===== config.mk =====
export PLATFORM = sky130hd
export DESIGN_NAME = row_transposition_cipher
export DESIGN_NICKNAME = d
export VERILOG_FILES = /design/src/hdl/rtc_pkg.sv /design/src/hdl/row_transposition_cipher.sv /design/src/hdl/rtc_row_buffer.sv /design/src/hdl/rtc_rank_unit.sv
export SDC_FILE = /design/constraint.sdc
export NUM_CORES = 1
export LEC_CHECK = 0
export BUFFER_PORTS_ARGS = -buffer_cell sky130_fd_sc_hd__buf_4
export CAP_MARGIN = 20
export CORE_UTILIZATION = 65
export DETAILED_ROUTE_END_ITERATION = 8
export PLACE_DENSITY_LB_ADDON = 0.25
export SYNTH_ARGS = -nofsm -noshare
export SYNTH_HDL_FRONTEND = slang
export SYNTH_SLANG_ARGS = --single-unit

===== constraint.sdc =====
create_clock -name clk -period 21.8 [get_ports clk]
set_input_delay 3.27 -clock clk [delete_from_list [all_inputs] [get_ports clk]]
set_output_delay 3.27 -clock clk [all_outputs]
set_load 0.02 [all_outputs]

===== src/hdl/rtc_pkg.sv =====
`timescale 1ns / 1ps

package rtc_pkg;

  localparam int BYTE_W     = 8;
  localparam int KEY_W      = 64;
  localparam int CFG_ADDR_W = 2;

  // register indexes on the configuration port
  localparam logic [CFG_ADDR_W-1:0] REG_KEY_LETTERS = 2'd0;
  localparam logic [CFG_ADDR_W-1:0] REG_KEY_LENGTH  = 2'd1;
  localparam logic [CFG_ADDR_W-1:0] REG_CIPHER_MODE = 2'd2;

  localparam logic MODE_ENCRYPT = 1'b0;
  localparam logic MODE_DECRYPT = 1'b1;

  localparam logic [BYTE_W-1:0] SPACE_CODE = 8'd32;
  // pad letters run upwards and stop just below this code ('z' + 1)
  localparam logic [BYTE_W-1:0] PAD_END    = 8'd123;

endpackage


===== src/hdl/row_transposition_cipher.sv =====
`timescale 1ns / 1ps

// Row transposition cipher, one message byte per request.
//
// s_axis: tdata = data_byte, tlast = last_byte. Spaces are dropped; other
//   bytes fill a row of key_length bytes. A request that completes a row,
//   or carries tlast with bytes pending, starts that row's emission.
// m_axis: one permuted byte per row column; tlast = row_last, tuser carries
//   message_last and length_error. A short final row is padded with
//   ascending letters ending at 'z'; in decrypt mode it flags length_error.
// cfg: write enable, register index and data; key_letters, key_length,
//   cipher_mode. Each write to one of these registers reruns the key ranking.
// Timing: a request that does not close a row only stores its byte. A
//   closing request starts emission; each byte goes through S_ROW (column
//   map read, row read issued) and S_OUT (row data in, output register
//   loaded). s_axis_tready is low during emission.
// Reset and each defined-register write run a ranking pass, one key position
//   per cycle (key_length, clamped to 1..MAX_KEY) with s_axis_tready low.
// A stalled receiver holds the output register and freezes emission; the
//   last byte of a row waits in the output register while input resumes.
module row_transposition_cipher import rtc_pkg::*; #(
  parameter int MAX_KEY = 8
) (
  input  logic                  clk,
  input  logic                  rst,
  // config port
  input  logic                  cfg_en,
  input  logic [CFG_ADDR_W-1:0] cfg_addr,
  input  logic [KEY_W-1:0]      cfg_data,
  // input stream
  input  logic                  s_axis_tvalid,
  output logic                  s_axis_tready,
  input  logic [7:0]            s_axis_tdata,   // [7:0] data_byte
  input  logic                  s_axis_tlast,   // last_byte
  // output stream
  output logic                  m_axis_tvalid,
  input  logic                  m_axis_tready,
  output logic [7:0]            m_axis_tdata,   // [7:0] out_byte
  output logic                  m_axis_tlast,   // row_last
  output logic [1:0]            m_axis_tuser    // [0] message_last, [1] length_error
);

  localparam int IDX_W = $clog2(MAX_KEY);
  localparam int CNT_W = $clog2(MAX_KEY + 1);

  localparam logic [1:0] S_IDLE = 2'd0;  // taking requests
  localparam logic [1:0] S_ROW  = 2'd1;  // column map data in, row read issued
  localparam logic [1:0] S_OUT  = 2'd2;  // row data in, waiting for output slot

  // configuration registers
  logic [KEY_W-1:0]  key_letters;
  logic [3:0]        key_length;
  logic              cipher_mode;
  logic              cfg_hit;

  logic [1:0]        state;
  logic [CNT_W-1:0]  fill;
  logic [CNT_W-1:0]  row_fill;   // bytes held by the row being emitted
  logic [IDX_W-1:0]  col;        // output column
  logic              msg_last;
  logic              padded;
  logic [IDX_W-1:0]  src;
  logic              pad_sel;

  logic [CNT_W-1:0]  row_len;
  logic              accept;
  logic              keep;
  logic [CNT_W-1:0]  fill_next;
  logic              emit;
  logic              out_load;
  logic              col_end;
  logic [BYTE_W-1:0] pad_byte;

  logic              rank_busy;
  logic [IDX_W-1:0]  map_addr;
  logic [IDX_W-1:0]  map_data;
  logic [BYTE_W-1:0] row_data;

  // ---------------- configuration ----------------
  always_comb begin
    cfg_hit = 1'b0;
    if (cfg_en) begin
      unique case (cfg_addr) inside
        REG_KEY_LETTERS, REG_KEY_LENGTH, REG_CIPHER_MODE: cfg_hit = 1'b1;
        default: cfg_hit = 1'b0;
      endcase
    end
  end

  always_ff @(posedge clk) begin
    if (rst) begin
      key_letters <= '0;
      key_length  <= 4'd1;
      cipher_mode <= MODE_ENCRYPT;
    end else if (cfg_en) begin
      unique case (cfg_addr)
        REG_KEY_LETTERS: key_letters <= cfg_data;
        REG_KEY_LENGTH:  key_length  <= cfg_data[3:0];
        REG_CIPHER_MODE: cipher_mode <= cfg_data[0];
        default: ;
      endcase
    end
  end

  // row width, zero read as one and clamped to the buffer depth
  always_comb begin
    if (key_length == 4'd0) begin
      row_len = CNT_W'(1);
    end else if (int'(key_length) > MAX_KEY) begin
      row_len = CNT_W'(MAX_KEY);
    end else begin
      row_len = CNT_W'(key_length);
    end
  end

  // ---------------- request side ----------------
  assign s_axis_tready = (state == S_IDLE) && !rank_busy;
  assign accept        = s_axis_tvalid && s_axis_tready;
  assign keep          = (s_axis_tdata != SPACE_CODE) && (int'(fill) < MAX_KEY);
  assign fill_next     = keep ? fill + CNT_W'(1) : fill;
  // full row, or a flush with something pending
  assign emit          = (fill_next >= row_len) || (s_axis_tlast && fill_next != '0);

  // ---------------- emission ----------------
  assign out_load = (state == S_OUT) && (!m_axis_tvalid || m_axis_tready);
  assign col_end  = (CNT_W'(col) == row_len - CNT_W'(1));
  // column map address: next column while a byte waits, column 0 when idle
  assign map_addr = (state == S_OUT) ? col + IDX_W'(1) : '0;
  // pad letter for a row position past the stored bytes: 123 - n + pos
  assign pad_byte = PAD_END - BYTE_W'(row_len) + BYTE_W'(src);

  always_ff @(posedge clk) begin
    if (rst) begin
      state <= S_IDLE;
      fill  <= '0;
    end else begin
      unique case (state)
        S_IDLE: begin
          if (accept) begin
            fill <= fill_next;
            if (emit) begin
              row_fill <= fill_next;
              msg_last <= s_axis_tlast;
              padded   <= fill_next < row_len;
              col      <= '0;
              state    <= S_ROW;
            end
          end
        end
        S_ROW: begin
          src     <= map_data;
          pad_sel <= CNT_W'(map_data) >= row_fill;
          state   <= S_OUT;
        end
        S_OUT: begin
          if (out_load) begin
            if (col_end) begin
              fill  <= '0;
              state <= S_IDLE;
            end else begin
              col   <= col + IDX_W'(1);
              state <= S_ROW;
            end
          end
        end
        default: state <= S_IDLE;
      endcase
    end
  end

  // output register
  always_ff @(posedge clk) begin
    if (rst) begin
      m_axis_tvalid <= 1'b0;
    end else if (out_load) begin
      m_axis_tvalid <= 1'b1;
    end else if (m_axis_tready) begin
      m_axis_tvalid <= 1'b0;
    end
  end

  always_ff @(posedge clk) begin
    if (out_load) begin
      m_axis_tdata    <= pad_sel ? pad_byte : row_data;
      m_axis_tlast    <= col_end;
      m_axis_tuser[0] <= msg_last && col_end;
      m_axis_tuser[1] <= padded && (cipher_mode == MODE_DECRYPT);
    end
  end

  // ---------------- stores ----------------
  rtc_rank_unit #(
    .MAX_KEY     (MAX_KEY)
  ) u_rank (
    .clk         (clk),
    .rst         (rst),
    .start       (cfg_hit),
    .key_letters (key_letters),
    .row_len     (row_len),
    .cipher_mode (cipher_mode),
    .busy        (rank_busy),
    .rd_addr     (map_addr),
    .rd_data     (map_data)
  );

  rtc_row_buffer #(
    .MAX_KEY (MAX_KEY)
  ) u_row (
    .clk     (clk),
    .wr_en   (accept && keep),
    .wr_addr (fill[IDX_W-1:0]),
    .wr_data (s_axis_tdata),
    .rd_en   (state == S_ROW),
    .rd_addr (map_data),
    .rd_data (row_data)
  );

endmodule


===== src/hdl/rtc_row_buffer.sv =====
`timescale 1ns / 1ps

// One row of message bytes; registered read.
module rtc_row_buffer import rtc_pkg::*; #(
  parameter int MAX_KEY = 8,
  localparam int IDX_W = $clog2(MAX_KEY)
) (
  input  logic              clk,
  input  logic              wr_en,
  input  logic [IDX_W-1:0]  wr_addr,
  input  logic [BYTE_W-1:0] wr_data,
  input  logic              rd_en,
  input  logic [IDX_W-1:0]  rd_addr,
  output logic [BYTE_W-1:0] rd_data
);

  logic [BYTE_W-1:0] mem [MAX_KEY];

  always_ff @(posedge clk) begin
    if (wr_en) begin
      mem[wr_addr] <= wr_data;
    end
    if (rd_en) begin
      rd_data <= mem[rd_addr];
    end
  end

endmodule


===== src/hdl/rtc_rank_unit.sv =====
`timescale 1ns / 1ps

// Walks the key one position a cycle, ranks that letter against the
// others and writes the column map: encrypt map[k] = rank(k),
// decrypt map[rank(k)] = k. Registered read port for the emitter.
module rtc_rank_unit import rtc_pkg::*; #(
  parameter int MAX_KEY = 8,
  localparam int IDX_W = $clog2(MAX_KEY),
  localparam int CNT_W = $clog2(MAX_KEY + 1)
) (
  input  logic             clk,
  input  logic             rst,
  input  logic             start,
  input  logic [KEY_W-1:0] key_letters,
  input  logic [CNT_W-1:0] row_len,
  input  logic             cipher_mode,
  output logic             busy,
  input  logic [IDX_W-1:0] rd_addr,
  output logic [IDX_W-1:0] rd_data
);

  logic [IDX_W-1:0]  pos;
  logic [BYTE_W-1:0] chars [MAX_KEY];
  logic [CNT_W-1:0]  rank;
  logic [IDX_W-1:0]  wr_addr;
  logic [IDX_W-1:0]  wr_data;
  logic [IDX_W-1:0]  map [MAX_KEY];

  always_comb begin
    for (int j = 0; j < MAX_KEY; j++) begin
      chars[j] = key_letters[j*BYTE_W +: BYTE_W];
    end
  end

  // ties go to the lower position
  always_comb begin
    rank = '0;
    for (int j = 0; j < MAX_KEY; j++) begin
      if (CNT_W'(j) < row_len &&
          (chars[j] < chars[pos] || (chars[j] == chars[pos] && IDX_W'(j) < pos))) begin
        rank = rank + CNT_W'(1);
      end
    end
  end

  assign wr_addr = (cipher_mode == MODE_DECRYPT) ? rank[IDX_W-1:0] : pos;
  assign wr_data = (cipher_mode == MODE_DECRYPT) ? pos : rank[IDX_W-1:0];

  always_ff @(posedge clk) begin
    if (rst) begin
      busy <= 1'b1;
      pos  <= '0;
    end else if (start) begin
      busy <= 1'b1;
      pos  <= '0;
    end else if (busy) begin
      pos <= pos + IDX_W'(1);
      if (CNT_W'(pos) == row_len - CNT_W'(1)) begin
        busy <= 1'b0;
      end
    end
  end

  always_ff @(posedge clk) begin
    if (busy) begin
      map[wr_addr] <= wr_data;
    end
    rd_data <= map[rd_addr];
  end

endmodule

-- Yosys cells after proc, flatten, opt, wreduce, memory -nomap -nowiden
Memories as Yosys holds them, arrays and structs flattened. A register that Yosys moved wholly into a read port is not among the register bits.
Index checks and enable logic that the tools add are counted.
- multiplexer cells: 42
- bitwise operators: 2
- div/mod/pow operators: 0
- magnitude comparators: 30
- $add $sub $neg: 13
- shift operators: 0
- equality and inequality tests: 20
- $mul: 0
- reductions and logical operators: 52
- operators with widths (cell ; number):
    == test 8 bit ; 8
    < comparator 8 bit ; 8
    2-to-1 mux 3 bit ; 13
    binary-select mux 8 bit (select 3 bit) ; 1
    logical AND 1 bit ; 24
    2-to-1 mux 4 bit ; 6
    2-to-1 mux 8 bit ; 3
    adder 3 x 1 -> 3 bit, second input constant ; 7
    < comparator 3 x 4 -> 1 bit, first input constant ; 4
    < comparator 3 bit, first input constant ; 4
    2-to-1 mux 1 bit ; 12
    logical OR 1 bit ; 10
    != test 2 bit, second input constant ; 5
    adder 8 x 3 -> 8 bit ; 1
    == test 3 x 4 -> 1 bit ; 2
    < comparator 1 x 4 -> 1 bit, first input constant ; 2
    < comparator 2 x 4 -> 1 bit, first input constant ; 2
    2-to-1 mux 2 bit ; 4
    != test 8 x 6 -> 1 bit, second input constant ; 1
    one-hot mux 4 bit (2 select lines) ; 1
    AND reduction 2 bit ; 4
    AND reduction 4 bit ; 2
    subtractor 7 x 4 -> 8 bit, first input constant ; 1
    < comparator 1 x 3 -> 1 bit, first input constant ; 2
    26 further kinds ; 32
- bits in writable memories: 88
- bits in read-only memories: 0
- logic and storage cells: 178
- memories kept: 2
- input bits: 80
- bits in registers: 104
- latch bits: 0
- output and inout port bits: 13
- memory list (name ; words ; bits a word ; rd ports ; clocked after memory_dff ; wr ports ; RTL line ; source):
    u_row.mem ; 8 ; 8 ; 1 ; 1 ; 1 ; rtc_row_buffer.sv:17 ; logic [BYTE_W-1:0] mem [MAX_KEY];
    u_rank.map ; 8 ; 3 ; 1 ; 1 ; 1 ; rtc_rank_unit.sv:27 ; logic [IDX_W-1:0] map [MAX_KEY];

-- Longest topological paths before layout
- depth after elaboration: 24
- gate-level depth with buffers: 38
- mapped depth without buffers: 36

-- By module
From an unflattened synthesis, not the netlist that was laid out.
- cell total of the unflattened synthesis: 960
- area, all modules: 10976.8 um^2
- by module, submodules not included (module ; seq. area each (um^2) ; cells each ; area each (um^2) ; times used):
    row_transposition_cipher ; 2242.2 ; 482 ; 4287.9 ; 1
    rtc_rank_unit ; 860.8 ; 364 ; 3917.5 ; 1
    rtc_row_buffer ; 2162.1 ; 114 ; 2771.4 ; 1

-- Least setup slack after synthesis
No wires, ideal clock.
- path kind: reg-to-reg
- from: reg u_rank.pos[0]
- to: mem u_rank.map[6][0] in the netlist's numbering, enable pin
- cell stages (with the launch flop): 38
- required time: 21.446 ns
- period minus slack after synthesis: 8.360 ns
- path slack: 13.440 ns
- path buffers: 2
- data arrival time: 8.006 ns
- setup time: 0.354 ns
- cell sequence: dfxtp_1 -> buf_4 -> buf_1 -> mux4_2 -> mux2i_1 -> ha_1 -> nor2b_1 -> o21a_1 -> o21a_1 -> o21a_1 -> o21a_1 -> o21ai_0 -> nand2b_1 -> a21oi_1 -> o21a_1 -> ha_1 -> or4_1 -> o41a_1 -> [... 2 more ...] -> inv_1 -> ha_1 -> o21ai_0 -> o32ai_1 -> ha_1 -> or2_2 -> o21a_1 -> ha_1 -> nand2b_1 -> a21o_1 -> o211a_1 -> ha_1 -> inv_1 -> a211oi_1 -> xnor3_1 -> a31oi_1 -> o21ai_0 -> a211oi_1
- word-level cells in the longest chain between the ends: 24
- elaborated cells on any way between the ends: 68
- those cells by class: add/sub (7); order compare (16); eq/ne (8); mux (12); bitwise (1); reduce/logical (24)
- ends and longest elaborated chain (element ; RTL line ; source):
    start: declaration ; rtc_rank_unit.sv:22 ; logic [IDX_W-1:0] pos;
    start signal: assignment ; rtc_rank_unit.sv:57 ; pos <= pos + IDX_W'(1);
    branches (longest 23 deep; another with < comparator 8 bit) ; - ;
    2-to-1 mux 3 bit * ; rtc_rank_unit.sv:46 ; assign wr_addr = (cipher_mode == MODE_DECRYPT) ? rank[IDX_W-1:0] : pos;
    end: declaration ; rtc_rank_unit.sv:27 ;
Every way passes the cells marked *. The select of a mux whose other input is x is not followed.

-- Worst setup path after layout
- from: reg u_rank.pos[0]
- to: mem u_rank.map[6][2] in the netlist's numbering, enable pin
Same word-level chain as after synthesis.

==> out/metrics.yaml <==
detailed_routing:
  wl_mm: 25.5
  via_per_inst: 6.20
  drc: 0
  post_drt_wl_per_cell_um: 19.8
  ant_nets: 0
  first_pass_iters: 8
  initialDrtViolationCount: 734
  route.vias.total: 7989
sta:
  worst_pin_slew_ns: 1.07
  tns_ns: 0
  rsz0062_at_grt: "false"
  finalMaxSlewViolations: 0
  fin_crit_ns: 9.77
  hold_violations: 0
  min_period_over_period_pct: 44.8
  max_slew_margin_pct: 28.4
  skew_ns: 0.0185
  fmax_mhz: 102
  setup_viol: 0
floorplanning:
  die_area_um2: 17000
  rows: 46
  die_y_um: 130
  io-pin-count: 93
  start_util_pct: 66.9
  core_um2: 16000
  die_w_um: 130
outcome:
  status: "completed"
clocking:
  cts_repair_resize_count: 0
  postCtsHoldBufs: 0
  clkLatencyLatePin_ns: 0.51
  clkSinkCount: 203
  path_clk_slew_ns: 0.06
  post_cts_buffers: 0
  cts_made_buffers: 21
  cts_buffer_depth: 3
  tritoncts: "built"
  h-tree-depth: 1
  root_buffer: "clkbuf_16"
critical_path:
  cp-end-kind: "flip-flop"
  critPathTopFamily: "compound AO/OA/AOI/OAI gates"
  startpoint_type: "flip-flop"
  critPathSlowestCell: "dfxtp_2"
  required_ns: 21.94
  critPathKind: "flip-flop to flip-flop"
  critical_path_peak_fanout: 37
  cp.arrival_ns: 9.90
  path_buf_inv: 2
  max_stage_delay_ns: 1.04
logic_synthesis:
  synth.avg_cell_area_um2: 11.0
  synth_nets: 1145
  syn_inst: 975
  seq_area_frac_synth_pct: 49.2
  synth_enable_flop_cells: 120
  syn-cell-area_um2: 10700
  synth_cell_type_count: 71
  synthArstFlopShare_pct: 0
  yosysTopAreaCellShare_pct: 33.7
  synth.area.top_cells: "edfxtp_1 (34%), dfxtp_1 (16%), ha_1 (10%), nand2_1 (5.6%), mux4_2 (5.3%)"
  yosys.area.top_type: "edfxtp_1"
  ys_seq_elements: 203
  ys_warn_count: 0
  ys.flop_type: "edfxtp_1"
cells_and_area:
  antennaDiodeCount: 0
  final_core_util_pct: 76.6
  drive_gt1_share_pct: 17.9
  nFillCells: 1081
  syn_to_final_growth_pct: 14.5
  design.final.nets: 1228
pwr:
  p_total_w: 0.00101
  p_leak_nw: 4.67
  powerDensity_nw_per_um2: 82.0
  peakVddDrop_mv: 0.0663
placement:
  io_buffer_count: 92
  gp_congestion: 0.946
  dpl.hpwl_mm: 17.9
global_route:
  antenna_found_initial: 0
  grt_overflow: 0
  grt_pass1_vias: 7677
  track_usage_pct: 31.1
  grt_start_max_net_pins: 80
  grt_first_pass_wirelength_mm: 39.7
worst_hold_path:
  worstHoldPathType: "flip-flop to flip-flop"
job:
  drv_cap: 0
[per-layer routing]
metal  up-vias  GRT usage, %  routed length, µm
li1       3748             -                  -
met1      3811          42.0              10800
met2       358          49.0              11800
met3        72          7.30               2160
met4         0          11.8                735
met5         -             0                  0
[power by group]
part	internal (W)	total, W	switching [W]
Clock	0.000205	0.000346	0.000142
Combinational	0.000103	0.000207	0.000104
Sequential	0.000430	0.000452	0.0000220
[cell families (layout without fill, tap and decap cells)]
group,after synthesis,after routing,synth area share (%)
simple gates,297,297,12.9
mux,73,73,9.89
xor+xnor,23,23,2.28
fa+ha+maj,91,91,10.7
buf+inv,85,183,3.07
compound gates,203,203,12.0
flops,203,203,49.2
[layout by cell type (no fill, tap or decap), types with 25 or more instances in the layout]
cell type,Yosys,routed
nand2_1,159,159
nor2_1,37,37
ha_1,89,89
inv_1,38,38
a21oi_1,93,93
mux2i_1,36,36
dfxtp_1,83,82
edfxtp_1,120,120
mux4_2,25,25
buf_4,2,105
[final timing paths]
path | startpoint | endpoint | slack, ns | cells past startpoint
worst max register to register | u_rank.pos[0] | u_rank.map[6][2] | 12.03 | 35
worst max-delay path | u_rank.pos[0] | u_rank.map[6][2] | 12.03 | 35
worst min-delay path | key_length[0] | key_length[0] | 0.47 | 1
worst min register to register | key_length[0] | key_length[0] | 0.47 | 1
[final cells by class]
class	count	area, µm²	area share, %
Multi-Input combinational cell	687	5120	41.8
Tap cell	216	270	2.20
Timing Repair Buffer	105	788	6.43
Clock inverter	10	103	0.837
Inverter	40	150	1.22
Sequential cell	203	5270	43.0
Clock buffer	28	562	4.58
[sequential cells by signal, indices dropped and copies added, names as in the netlist, 3 cells and up]
signal / flops
u_rank.map: 24
u_rank.rd_data: 3
u_row.mem: 64
key_length: 4
row_fill: 4
key_letters: 64
fill: 4
u_row.rd_data: 8
m_axis_tdata: 8
col: 3
src: 3
u_rank.pos: 3
[synthesized netlist by cell type, types with 3 or more instances]
cell type	number
nand2_1	159
edfxtp_1	120
a21oi_1	93
ha_1	89
dfxtp_1	83
inv_1	38
nor2_1	37
mux2i_1	36
clkbuf_1	32
mux4_2	25
o21ai_0	21
nand3_1	15
nand4_1	15
xnor2_1	14
nor2b_1	13
mux2_2	12
nor3_1	12
a21o_1	11
o22ai_1	11
o21a_1	10
buf_1	9
nand2b_1	9
a211oi_1	8
or3_1	7
a31oi_1	6
xor2_1	6
o211ai_1	5
a2bb2oi_1	4
and2_1	4
nor3b_1	4
nor4b_1	4
o21bai_1	4
a21oi_2	3
and3_1	3
o211a_1	3
[metrics by stage]
stage                     hold WS, ns  worst slack (ns)  std cells  area, µm²
after floorplan                 0.406             13.44        975      10700
after global placement          0.449             12.77       1250      11600
after detailed placement        0.452             12.40       1250      11600
after CTS                       0.467             12.29       1288      12300
after global routing            0.495             11.58       1289      12300
final                           0.466             12.03       1289      12300
No activity file was read; power rests on OpenSTA's default activity.
